[src/rtl/lmc_pkg.sv]
`timescale 1ns / 1ps

package lmc_pkg;

    localparam int SAMPLE_BITS = 16;
    localparam int MAX_COLUMNS = 1024;
    localparam int MAX_ROWS    = 1024;
    localparam int COL_BITS    = $clog2(MAX_COLUMNS);
    localparam int ROW_BITS    = $clog2(MAX_ROWS);
    localparam int COUNT_BITS  = 11;
    localparam int TALLY_BITS  = 21;
    localparam int INC_BITS    = 3;

    localparam logic [0:0] REG_ROW_COUNT    = 1'b0;
    localparam logic [0:0] REG_COLUMN_COUNT = 1'b1;

    typedef logic signed [SAMPLE_BITS-1:0] sample_t;

    localparam sample_t PAD_VALUE = sample_t'(32767);

    // one window column, top row is the oldest line
    typedef struct packed {
        sample_t top;
        sample_t mid;
        sample_t bot;
    } win_col_t;

    localparam win_col_t PAD_COL = '{top: PAD_VALUE, mid: PAD_VALUE, bot: PAD_VALUE};

    // position facts of one item, fixed when it is accepted
    typedef struct packed {
        logic first_col;
        logic has_left;
        logic row_above;
        logic two_rows_above;
        logic row_end;
        logic last_row;
    } step_flags_t;

    // center of the middle row strictly below its eight neighbors
    function automatic logic mid_is_min(win_col_t l, win_col_t c, win_col_t r);
        sample_t v;
        v = c.mid;
        return (v < l.top) && (v < l.mid) && (v < l.bot) && (v < c.top) &&
               (v < c.bot) && (v < r.top) && (v < r.mid) && (v < r.bot);
    endfunction

    // center of the bottom row, with a padding row below it
    function automatic logic bot_is_min(win_col_t l, win_col_t c, win_col_t r);
        sample_t v;
        v = c.bot;
        return (v < l.mid) && (v < l.bot) && (v < c.mid) && (v < r.mid) &&
               (v < r.bot) && (v < PAD_VALUE);
    endfunction

endpackage

[src/rtl/lmc_window.sv]
`timescale 1ns / 1ps

module lmc_window
    import lmc_pkg::*;
(
    input  logic                clk,
    input  logic                rst_n,
    input  logic                advance,
    input  step_flags_t         flags,
    input  win_col_t            new_col,
    output logic [INC_BITS-1:0] inc
);

    win_col_t left_reg;
    win_col_t center_reg;
    win_col_t left_eff;
    win_col_t center_eff;
    logic     hit_a_mid;
    logic     hit_a_bot;
    logic     hit_b_mid;
    logic     hit_b_bot;

    always_comb
    begin
        left_eff   = flags.first_col ? PAD_COL : left_reg;
        center_eff = flags.first_col ? PAD_COL : center_reg;
        hit_a_mid  = flags.has_left && flags.row_above &&
                     mid_is_min(left_eff, center_eff, new_col);
        hit_a_bot  = flags.has_left && flags.last_row &&
                     bot_is_min(left_eff, center_eff, new_col);
        hit_b_mid  = flags.row_end && flags.row_above &&
                     mid_is_min(center_eff, new_col, PAD_COL);
        hit_b_bot  = flags.row_end && flags.last_row &&
                     bot_is_min(center_eff, new_col, PAD_COL);
        inc = INC_BITS'(hit_a_mid) + INC_BITS'(hit_a_bot) +
              INC_BITS'(hit_b_mid) + INC_BITS'(hit_b_bot);
    end

    always_ff @(posedge clk or negedge rst_n)
    begin
        if (!rst_n)
        begin
            left_reg   <= PAD_COL;
            center_reg <= PAD_COL;
        end
        else if (advance)
        begin
            left_reg   <= center_eff;
            center_reg <= new_col;
        end
    end

endmodule

[config.mk]
export PLATFORM = sky130hd
export DESIGN_NAME = lmc_window
export DESIGN_NICKNAME = d
export VERILOG_FILES = /design/src/rtl/lmc_pkg.sv /design/src/rtl/lmc_window.sv
export SDC_FILE = /design/constraint.sdc
export NUM_CORES = 1
export LEC_CHECK = 0
export BUFFER_PORTS_ARGS = -buffer_cell sky130_fd_sc_hd__buf_2
export CORE_ASPECT_RATIO = 2
export CORE_MARGIN = 2
export CORE_UTILIZATION = 41
export CTS_CLUSTER_DIAMETER = 30
export DETAILED_ROUTE_END_ITERATION = 6
export PLACE_DENSITY = 0.66
export REMOVE_ABC_BUFFERS = 1
export SYNTH_ARGS = -nofsm -noshare
export SYNTH_HDL_FRONTEND = slang
export SYNTH_SLANG_ARGS = --single-unit
export TNS_END_PERCENT = 50
[constraint.sdc]
create_clock -name clk -period 9.1 [get_ports clk]
set_clock_uncertainty 0.2 [all_clocks]
set_input_delay 1.82 -clock clk [delete_from_list [all_inputs] [get_ports clk]]
set_output_delay 1.82 -clock clk [all_outputs]
set_load 0.1 [all_outputs]
# Yosys cells after proc, flatten, opt, wreduce, memory -nomap -nowiden
# Cells that the tools add are included.
# classes
n_addsub	3
multipliers	0
n_div	0
order_cmp	24
n_eq_ne	0
n_shift	0
muxes	2
bitwise	0
n_reduce_logical	32
# ops
operator	count
$lt 16x16->1	21
$mux 48	2
$lt 16x16->1 const B	3
$logic_and 1x1->1	32
$add 2x1->3	1
$add 3x1->3	1
$add 1x1->2	1
# word_totals
regBits	96
latch_bits	0
ram_bits	0
romBits	0
in_bits	57
out_inout_bits	3
wordCells	67
mem_count	0

# Longest topological paths before layout
# Gate-level depths: netlist of the first run.
# depth
word_depth	13
ltp_mapped	19

# Least setup slack after synthesis of the first run
# OpenSTA, ideal clock, no wires.
# synth_timing
path_kind	input to output
from	in flags[5] in the netlist's numbering
to	out inc[1]
arrival_time_ps	6867
slack_ps	213
path_stages	19
cell_sequence	buf_6 buf_6 buf_2 buf_1 clkbuf_1 buf_2 buf_1 nor2_1 ha_1 a21o_1 a2111oi_0 o211ai_1 nor4_1 o2111ai_1 a2111o_1 nor4_2 fa_1 ha_1 ha_1
# synth_via
elab_chain_cells	13
# synth_lines
element	line	source
start, declared	lmc_window.sv:9	input step_flags_t flags,
$mux 48 (on tied branches)	lmc_window.sv:26, lmc_window.sv:25	
$lt 16x16->1	lmc_pkg.sv:44	return (v < l.top) && (v < l.mid) && (v < l.bot) && (v < c.top) &&
$logic_and 1x1->1 (4 in series)	lmc_pkg.sv:44	
$logic_and 1x1->1 (3 in series)	lmc_pkg.sv:45	(v < c.bot) && (v < r.top) && (v < r.mid) && (v < r.bot);
$logic_and 1x1->1	lmc_window.sv:27	hit_a_mid = flags.has_left && flags.row_above &&
$add 1x1->2	lmc_window.sv:35	inc = INC_BITS'(hit_a_mid) + INC_BITS'(hit_a_bot) +
$add 2x1->3	lmc_window.sv:35	
$add 3x1->3 (*)	lmc_window.sv:36	INC_BITS'(hit_b_mid) + INC_BITS'(hit_b_bot);
end, declared	lmc_window.sv:11	output logic [INC_BITS-1:0] inc
# Every way passes the cells marked *; elsewhere a longest branch is shown, timed or not.

==> run_results.csv, run 1 <==
group,metric,value,unit
timing,tns,0,ns
floorplanning,pin_count,60,
placement,place.gp.congestion,1.003,
critical_path,crit_start,"flags[5]",
pwr,p_leak,4.946,nW
synth,ys_seq_area_share,26.50,%
global_route,grt_max_degree,75,
critical_path,cp_data_arrival_time,6.44,ns
timing,finalCriticalPeriod,8.456,ns
clocking,cts_buffers,9,
detailed_routing,wl_met1,11160,um
run,maxCapViolations,0,
global_route,grt_pass1_vias,8610,
detailed_routing,drc,0,
critical_path,cp_max_fo,27,
synth,postSynthCellCount,1073,
global_route,antenna_found_initial,0,
floorplanning,die_y,219.1,um
pwr,power_frac_comb,34.4,%
synth,ys_warn_count,0,
clocking,tritoncts,"done",
clocking,htreeDepth,3,
synth,yosys.area.top_type,"ha_1",
pwr,clockPowerShare,27.0,%
global_route,grt_first_pass_wirelength,47590,um
final_layout,area_delta_synth_final,11.04,%
critical_path,reg2reg_from,"center_reg[15]",
timing,hold_viol_final,0,
final_layout,postLayoutCoreUtil,46.34,%
synth,synth_cell_types,68,
timing,finalCritPeriodShare,92.92,%
hold_path,worst_hold_path_type,"reg2reg",
placement,portBuffers,58,
timing,hold_ws,0.3030,ns
detailed_routing,routed_via_density,5.853,
timing,tightest_slew,0.8219,ns
critical_path,required,7.08,ns
synth,synth_edf_count,0,
critical_path,worstSetupPathType,"in2out",
synth,avgSynthCellArea,8.844,um^2
detailed_routing,drt_iter0_drc,352,
pwr,peakVddDrop,0.07719,mV
timing,drv_slew,0,
clocking,clk_pin_slew_worst_paths,0.07,ns
detailed_routing,detail_route.wl_per_cell,21.13,um
global_route,grt_use_total,25.55,%
floorplanning,core_area,0.02274,mm^2
detailed_routing,totalWireLength,30090,um
clocking,cts_resized,0,
detailed_routing,ant_nets,0,
detailed_routing,maxUsedRoutingLayer,"met4",
final_layout,antenna_cells,0,
status,status,"finished, final reports clean",
clocking,cts_setup_buffers,0,
synth,synthArstFlopShare,100.0,%
floorplanning,num_rows,78,
clocking,clock_latency,0.37,ns
detailed_routing,vias,8335,
timing,max_freq,118.3,MHz
pwr,internal_power,0.8857,mW
final_layout,layout.nets,1398,
hold_path,hp-start,"left_reg[38]",
clocking,root_buffer,"clkbuf_16",
pwr,p_per_area,132.4,mW/mm^2
timing,finalSetupViolations,0,
critical_path,crit_path_start_kind,"input pin",
clocking,hold_buffers,0,
critical_path,r2r_slack,7.65,ns
synth,synthTopCellsByArea,"ha_1, dfstp_2, nor2_1, mux2_2, a21oi_1",
synth,yosys_register_bits,96,
detailed_routing,wl_met2,15520,um
synth,synth.cell_area,0.009489,mm^2
detailed_routing,dr_wl_met3,980,um
global_route,grt-ovfl-total,0,
clocking,cts_sinks,96,
final_layout,drive_gt1_share,21.68,%
pwr,p_sw_share,36.50,%
pwr,power_frac_seq,38.6,%
clocking,clock_path_buffers,2,
pwr,p_sw,0.5090,mW
detailed_routing,drt_first_pass_iters,4,
floorplanning,die_width,111.6,um
timing,rsz0062_at_grt,"no",
placement,hpwl,24490,um
timing,maxSlewHeadroom,45.21,%
critical_path,end_kind,"output port",
synth,yosys.area.top_type_share,26.50,%
synth,synth_ff_type,"dfstp_2",
floorplanning,initial_utilization,41.73,%
floorplanning,dieArea,0.02445,mm^2
==> final cells by class <==
type / instances / area, um^2
Inverter: 89 / 334.1
Timing Repair Buffer: 89 / 573.1
Fill cell: 2185 / 12200
Sequential cell: 96 / 2515
Clock inverter: 6 / 50.05
Tap cell: 280 / 350.3
Multi-Input combinational cell: 854 / 6485
Clock buffer: 10 / 229.0
==> cells in the mapped netlist, drive strengths merged (5+ instances only) <==
master / n
or4: 5
a21o: 32
nor3: 12
xnor2: 9
o221ai: 5
a221oi: 5
o2111ai: 5
a2111oi: 8
nor2b: 14
inv: 88
mux2: 46
nand4: 29
nand2: 41
nand3: 24
nor4: 11
ha: 201
maj3: 5
o21a: 8
buf: 23
a21oi: 98
o211ai: 11
dfstp: 90
nor2: 151
and3: 10
a211oi: 14
nand2b: 12
nor4b: 5
clkbuf: 11
dfrtp: 6
o21ai: 34
a31oi: 7
==> cell usage in the layout (no fill, tap or decap), types with 5 or more instances in the layout <==
master / instances
ha_1: 201
nor2_1: 151
a21oi_1: 98
dfstp_2: 90
inv_1: 88
buf_2: 53
mux2_2: 46
nand2_1: 41
o21ai_0: 33
buf_4: 33
a21o_1: 32
nand4_1: 29
nand3_1: 24
nor2b_1: 14
a211oi_1: 14
nor3_1: 12
nand2b_1: 12
o211ai_1: 10
nor4_1: 10
and3_1: 10
xnor2_1: 9
clkbuf_16: 9
a2111oi_0: 8
o21a_1: 8
a31oi_1: 7
dfrtp_1: 6
or4_1: 5
a221oi_1: 5
o221ai_1: 5
nor4b_1: 5
==> worst max-delay path: stages <==
cell and delay (ns):
buf_4 0.22, nor2_1 0.39, inv_1 0.13, ha_1 0.33, a21o_1 0.18, a2111oi_0 0.51, o211ai_1 0.17, nor4_1 0.31
buf_4 0.19, o2111ai_1 0.15, a2111o_1 0.46, nor4_2 0.35, fa_1 0.45, ha_1 0.19, ha_1 0.37, buf_12 0.20
==> power groups by stage <==
stage,registers [mW],clock network (mW),logic [mW]
6_report,0.538,0.377,0.479
3_5_place_dp,0.545,0,0.474
4_1_cts,0.538,0.391,0.477
5_1_grt,0.545,0.405,0.539
2_1_floorplan,0.530,0,0.301
3_3_place_gp,0.543,0,0.460
==> cell families (layout without fill, tap and decap cells) <==
| group | count (synthesis) | count (layout) | synth area share, % |
|---|---|---|---|
| AO/OA/AOI/OAI | 256 | 256 | 17.44 |
| XOR/XNOR | 11 | 11 | 1.015 |
| adder cells (fa/ha/maj) | 207 | 207 | 27.25 |
| buffers and inverters | 123 | 194 | 5.156 |
| flip-flops | 96 | 96 | 26.50 |
| multiplexers | 50 | 50 | 5.881 |
| AND/OR/NAND/NOR | 330 | 330 | 16.75 |
==> worst paths after layout <==
check                      cells after the start        endpoint
max                                           16          inc[1]
min                                            2    left_reg[38]
max reg2reg                                    2    left_reg[15]
min reg2reg                                    2    left_reg[38]
max in group asynchronous                      2  center_reg[47]
min in group asynchronous                      1  center_reg[15]
==> stage by stage <==
stage	setup slack [ns]	power (mW)	std cells	cell area, um^2
6_report	0.6444	1.395	1424	10540
5_1_grt	0.3552	1.490	1424	10540
4_1_cts	0.6482	1.407	1424	10540
3_5_place_dp	0.6862	1.018	1408	10260
3_3_place_gp	0.6935	1.003	1408	10260
2_1_floorplan	1.371	0.8310	1039	9334
==> metal layers <==
metal,track usage (%),up-vias
li1,-,4071
met1,26.27,3922
met2,46.46,230
met3,3.756,112
met4,19.01,0
met5,0,-
Note: power is estimated with default switching activity, not from simulation.
==> run 2: changes to the inputs <==
Settings changed: PLACE_DENSITY 0.66 to 0.68.
==> run_results.csv, run 2 (same netlist as run 1, synthesis figures left out) <==
group,metric,value,unit
detailed_routing,vias,8508,
hold_path,min_delay_path_depth,2,
clocking,cts_setup_buffers,0,
placement,place.gp.congestion,1.014,
clocking,htreeDepth,3,
clocking,hold_buffers,0,
timing,tns,0,ns
final_layout,mostFrequentLayoutCell,"ha_1",
critical_path,cp_data_arrival_time,6.68,ns
critical_path,crit_path_start_kind,"input pin",
critical_path,cp_max_fo,22,
final_layout,seq_area,0.002515,mm^2
detailed_routing,drt_iter0_drc,375,
detailed_routing,ant_nets,0,
timing,maxSlewHeadroom,40.10,%
pwr,p_total,1.426,mW
timing,finalSetupViolations,0,
clocking,cts_buffers,9,
global_route,grt_use_total,25.60,%
timing,hold_viol_final,0,
detailed_routing,detail_route.wl_per_cell,21.52,um
critical_path,critical_path.cell_chain,"buf_4 -> nor2_1 -> inv_1 -> ha_1 -> a21o_1 -> a2111oi_0 -> o211ai_1 -> nor4_1 -> buf_4 -> o2111ai_1 -> a2111o_1 -> nor4_2 -> fa_1 -> ha_1 -> ha_1 -> buf_12",
placement,portBuffers,58,
hold_path,holdPathEnd,"left_reg[26]",
floorplanning,dieArea,0.02445,mm^2
global_route,grt-ovfl-total,0,
detailed_routing,routed_via_density,5.958,
global_route,grt_pass1_vias,8509,
final_layout,layout_common_cells,"ha_1, nor2_1, a21oi_1, dfstp_2, inv_1",
clocking,cts_resized,0,
final_layout,postLayoutCoreUtil,46.50,%
clocking,cts_sinks,96,
detailed_routing,drc,0,
final_layout,layout.nets,1402,
clocking,clock_latency,0.38,ns
floorplanning,die_y,219.1,um
final_layout,drive_gt1_share,21.95,%
placement,hpwl,24760,um
critical_path,critPathMostFrequentCell,"ha_1",
floorplanning,num_rows,78,
pwr,peakVddDrop,0.1039,mV
floorplanning,die_width,111.6,um
clocking,root_buffer,"clkbuf_16",
timing,finalCriticalPeriod,8.699,ns
pwr,p_leak,4.974,nW
timing,max_freq,115.0,MHz
detailed_routing,totalWireLength,30730,um
status,status,"finished, final reports clean",
global_route,grt_max_degree,88,
timing,fin_ws,0.4015,ns
clocking,tritoncts,"done",
critical_path,reg2reg_from,"center_reg[18]",
critical_path,r2r_end,"left_reg[18]",
placement,place_worst_setup_slack,0.4915,ns
final_layout,fillers,2226,
critical_path,r2r.worst_path.cells,3,
global_route,antenna_found_initial,0,
detailed_routing,drt_first_pass_iters,7,
timing,rsz0062_at_grt,"no",
global_route,grt_first_pass_wirelength,47360,um
critical_path,required,7.08,ns
timing,finalCritPeriodShare,95.59,%
hold_path,worst_hold_path_type,"reg2reg",
hold_path,hp-start,"left_reg[26]",
final_layout,multi_input_area,0.006485,mm^2
critical_path,worstSetupPathType,"in2out",
floorplanning,initial_utilization,41.73,%
critical_path,end_kind,"output port",
run,maxCapViolations,0,
critical_path,crit_slowest_cell,"a2111oi_0",
floorplanning,pin_count,60,
floorplanning,core_area,0.02274,mm^2
clocking,clock_path_buffers,2,
timing,tightest_slew,0.8985,ns
pwr,p_per_area,134.9,mW/mm^2
critical_path,r2r_slack,7.62,ns
critical_path,max_stage_delay,0.71,ns
timing,drv_slew,0,
clocking,clk_pin_slew_worst_paths,0.07,ns
final_layout,area_delta_synth_final,11.42,%
final_layout,antenna_cells,0,
[run 2: final cells by class]
cell class              instances  area share [%]
clock buffers                  10           2.166
clock inverters                 6          0.6509
well taps                     280           3.314
flip-flops and latches         96           23.79
multi-input cells             854           61.34
repair buffers                 93           5.586
inverters                      89           3.160
[run 2: how the worst max path moves through the flow]
stage | startpoint | to | slack (ns) | depth (start not counted)
global route | flags[5] | inc[1] | 0.28 | 16
finish | flags[5] | inc[1] | 0.40 | 16
global placement | flags[5] | inc[1] | 0.52 | 16
floorplan | flags[5] | inc[1] | 1.37 | 13
CTS | flags[5] | inc[1] | 0.45 | 16
detailed placement | flags[5] | inc[1] | 0.49 | 16
[run 2: critical path: cells and delay by family]
family / cells / cell delay [ns]
buf+inv: 4 / 0.72
fa+ha+maj: 4 / 1.36
compound gates: 5 / 1.71
simple gates: 3 / 1.05
[run 2: metrics by stage]
stage	hold WS [ns]	area, um^2	cells
6_report	0.3040	10570	1428
5_1_grt	0.3159	10570	1428
4_1_cts	0.3051	10570	1428
3_5_place_dp	0.2908	10270	1412
3_3_place_gp	0.2901	10270	1412
2_1_floorplan	0.2726	9334	1039
[run 2: metal layers]
metal | routed length (um) | global-route usage [%] | vias to the layer above
li1 | - | - | 4082
met1 | 11100 | 26.04 | 4061
met2 | 16080 | 47.28 | 257
met3 | 1063 | 3.424 | 108
met4 | 2483 | 18.77 | 0
met5 | 0 | 0 | -
[run 2: power by group]
group	total (mW)	switching (mW)	internal [mW]
clock network	0.403	0.188	0.215
logic	0.485	0.287	0.198
registers	0.538	0.0381	0.500
==> run 3: changes to the inputs <==
Settings changed: REMOVE_ABC_BUFFERS 1 to not set.
==> run_results.csv, run 3 (same netlist as run 1, synthesis figures left out) <==
group,metric,value,unit
status,status,"finished, final reports clean",
timing,fin_ws,0.3344,ns
global_route,grt_pass1_vias,8705,
pwr,peakVddDrop,0.07898,mV
detailed_routing,ant_nets,0,
final_layout,final_cell_area,0.01046,mm^2
clocking,cts_sinks,96,
final_layout,layout_common_cells,"ha_1, nor2_1, a21oi_1, dfstp_2, inv_1",
floorplanning,dieArea,0.02445,mm^2
timing,tightest_slew,0.8931,ns
detailed_routing,routed_via_density,6.065,
final_layout,fillers,2220,
floorplanning,pin_count,60,
detailed_routing,detail_route.wl_per_cell,22.00,um
timing,finalCritPeriodShare,96.33,%
critical_path,cp_max_fo,24,
critical_path,worstSetupPathType,"in2out",
timing,tns,0,ns
placement,post_dp_cell_area,0.01016,mm^2
critical_path,end_kind,"output port",
floorplanning,die_width,111.6,um
clocking,cts_resized,0,
final_layout,postLayoutCoreUtil,45.98,%
clocking,clock_path_buffers,2,
final_layout,area_delta_synth_final,10.19,%
placement,portBuffers,58,
critical_path,max_stage_delay,0.51,ns
placement,place_worst_setup_slack,0.4138,ns
detailed_routing,vias,8582,
placement,hpwl,24850,um
clocking,root_buffer,"clkbuf_16",
timing,finalSetupViolations,0,
global_route,grt-ovfl-total,0,
global_route,grt_first_pass_wirelength,47960,um
global_route,grt_max_degree,87,
clocking,hold_buffers,0,
global_route,antenna_found_initial,0,
timing,max_freq,114.1,MHz
detailed_routing,totalWireLength,31120,um
clocking,tritoncts,"done",
final_layout,antenna_cells,0,
floorplanning,num_rows,78,
synth,synth_fp_nets,1332,
floorplanning,core_area,0.02274,mm^2
critical_path,cp_data_arrival_time,6.75,ns
final_layout,mostFrequentLayoutCell,"ha_1",
critical_path,crit_slowest_cell,"nor2_1",
clocking,htreeDepth,3,
critical_path,required,7.08,ns
timing,maxSlewHeadroom,40.46,%
timing,hold_ws,0.3019,ns
floorplanning,die_y,219.1,um
timing,hold_viol_final,0,
critical_path,crit_path_start_kind,"input pin",
timing,rsz0062_at_grt,"no",
clocking,cts_setup_buffers,0,
detailed_routing,drc,0,
clocking,clock_latency,0.38,ns
timing,finalCriticalPeriod,8.766,ns
placement,place.gp.congestion,0.9722,
pwr,p_per_area,136.3,mW/mm^2
clocking,cts_buffers,9,
timing,drv_slew,0,
final_layout,layout.nets,1389,
critical_path,cp_num_buf_inv,4,
run,maxCapViolations,0,
floorplanning,initial_utilization,41.73,%
detailed_routing,drt_iter0_drc,498,
critical_path,critical_path.cell_chain,"buf_4 -> nor2_1 -> inv_1 -> ha_1 -> a2111oi_0 -> buf_4 -> o211ai_1 -> nor4_1 -> o2111ai_1 -> a2111o_1 -> nor4_2 -> fa_1 -> ha_1 -> buf_2",
detailed_routing,drt_first_pass_iters,5,
clocking,clk_pin_slew_worst_paths,0.06,ns
pwr,p_leak,4.909,nW
final_layout,drive_gt1_share,20.88,%
global_route,grt_use_total,25.86,%
critical_path,crit_family,"simple AND/OR/NAND/NOR gates",
hold_path,worst_hold_path_type,"reg2reg",
==> run 3: per-stage QoR <==
stage | power [mW] | std cells
floorplan | 0.8481 | 1073
global placement | 1.006 | 1399
CTS | 1.432 | 1415
global route | 1.503 | 1415
finish | 1.425 | 1415
detailed placement | 1.025 | 1399
==> run 3: report_power, final <==
| group | switching (mW) | internal (mW) | total [mW] |
|---|---|---|---|
| Combinational | 0.296 | 0.193 | 0.489 |
| Clock | 0.178 | 0.221 | 0.400 |
| Sequential | 0.0372 | 0.500 | 0.537 |
==> run 3: path summary, 6_finish.rpt <==
check                      slack, ns           start  cells after the start        endpoint
hold / removal                  0.30    left_reg[33]                      2    left_reg[33]
min in group asynchronous       1.32           rst_n                      1  center_reg[15]
setup reg to reg                7.59  center_reg[24]                      2    left_reg[24]
setup / recovery                0.33        flags[5]                     14          inc[0]
hold reg to reg                 0.30    left_reg[33]                      2    left_reg[33]
max in group asynchronous       6.32           rst_n                      2    left_reg[27]
==> run 3: area by class of cell <==
cell class                 count  area [um^2]  area share [%]
tap                          280        350.3           3.350
clock inverter                 3        43.79          0.4188
timing repair buffer          80        478.0           4.571
multi-input combinational    854         6485           62.02
clock buffer                  13        250.2           2.393
inverter                      89        334.1           3.195
sequential                    96         2515           24.05
==> run 3: routing by layer <==
| metal | global-route usage (%) | share of wire (%) | vias to the layer above |
|---|---|---|---|
| li1 | - | - | 4074 |
| met1 | 24.72 | 35 | 4067 |
| met2 | 46.79 | 51 | 273 |
| met3 | 4.446 | 3.9 | 168 |
| met4 | 23.25 | 11 | 0 |
| met5 | 0 | 0 | - |
==> run 3: tightest hold or removal path: stages, from the launching register on <==
cell and delay, ns:
dfstp_2 0.37, nor2_1 0.09, a21oi_1 0.04
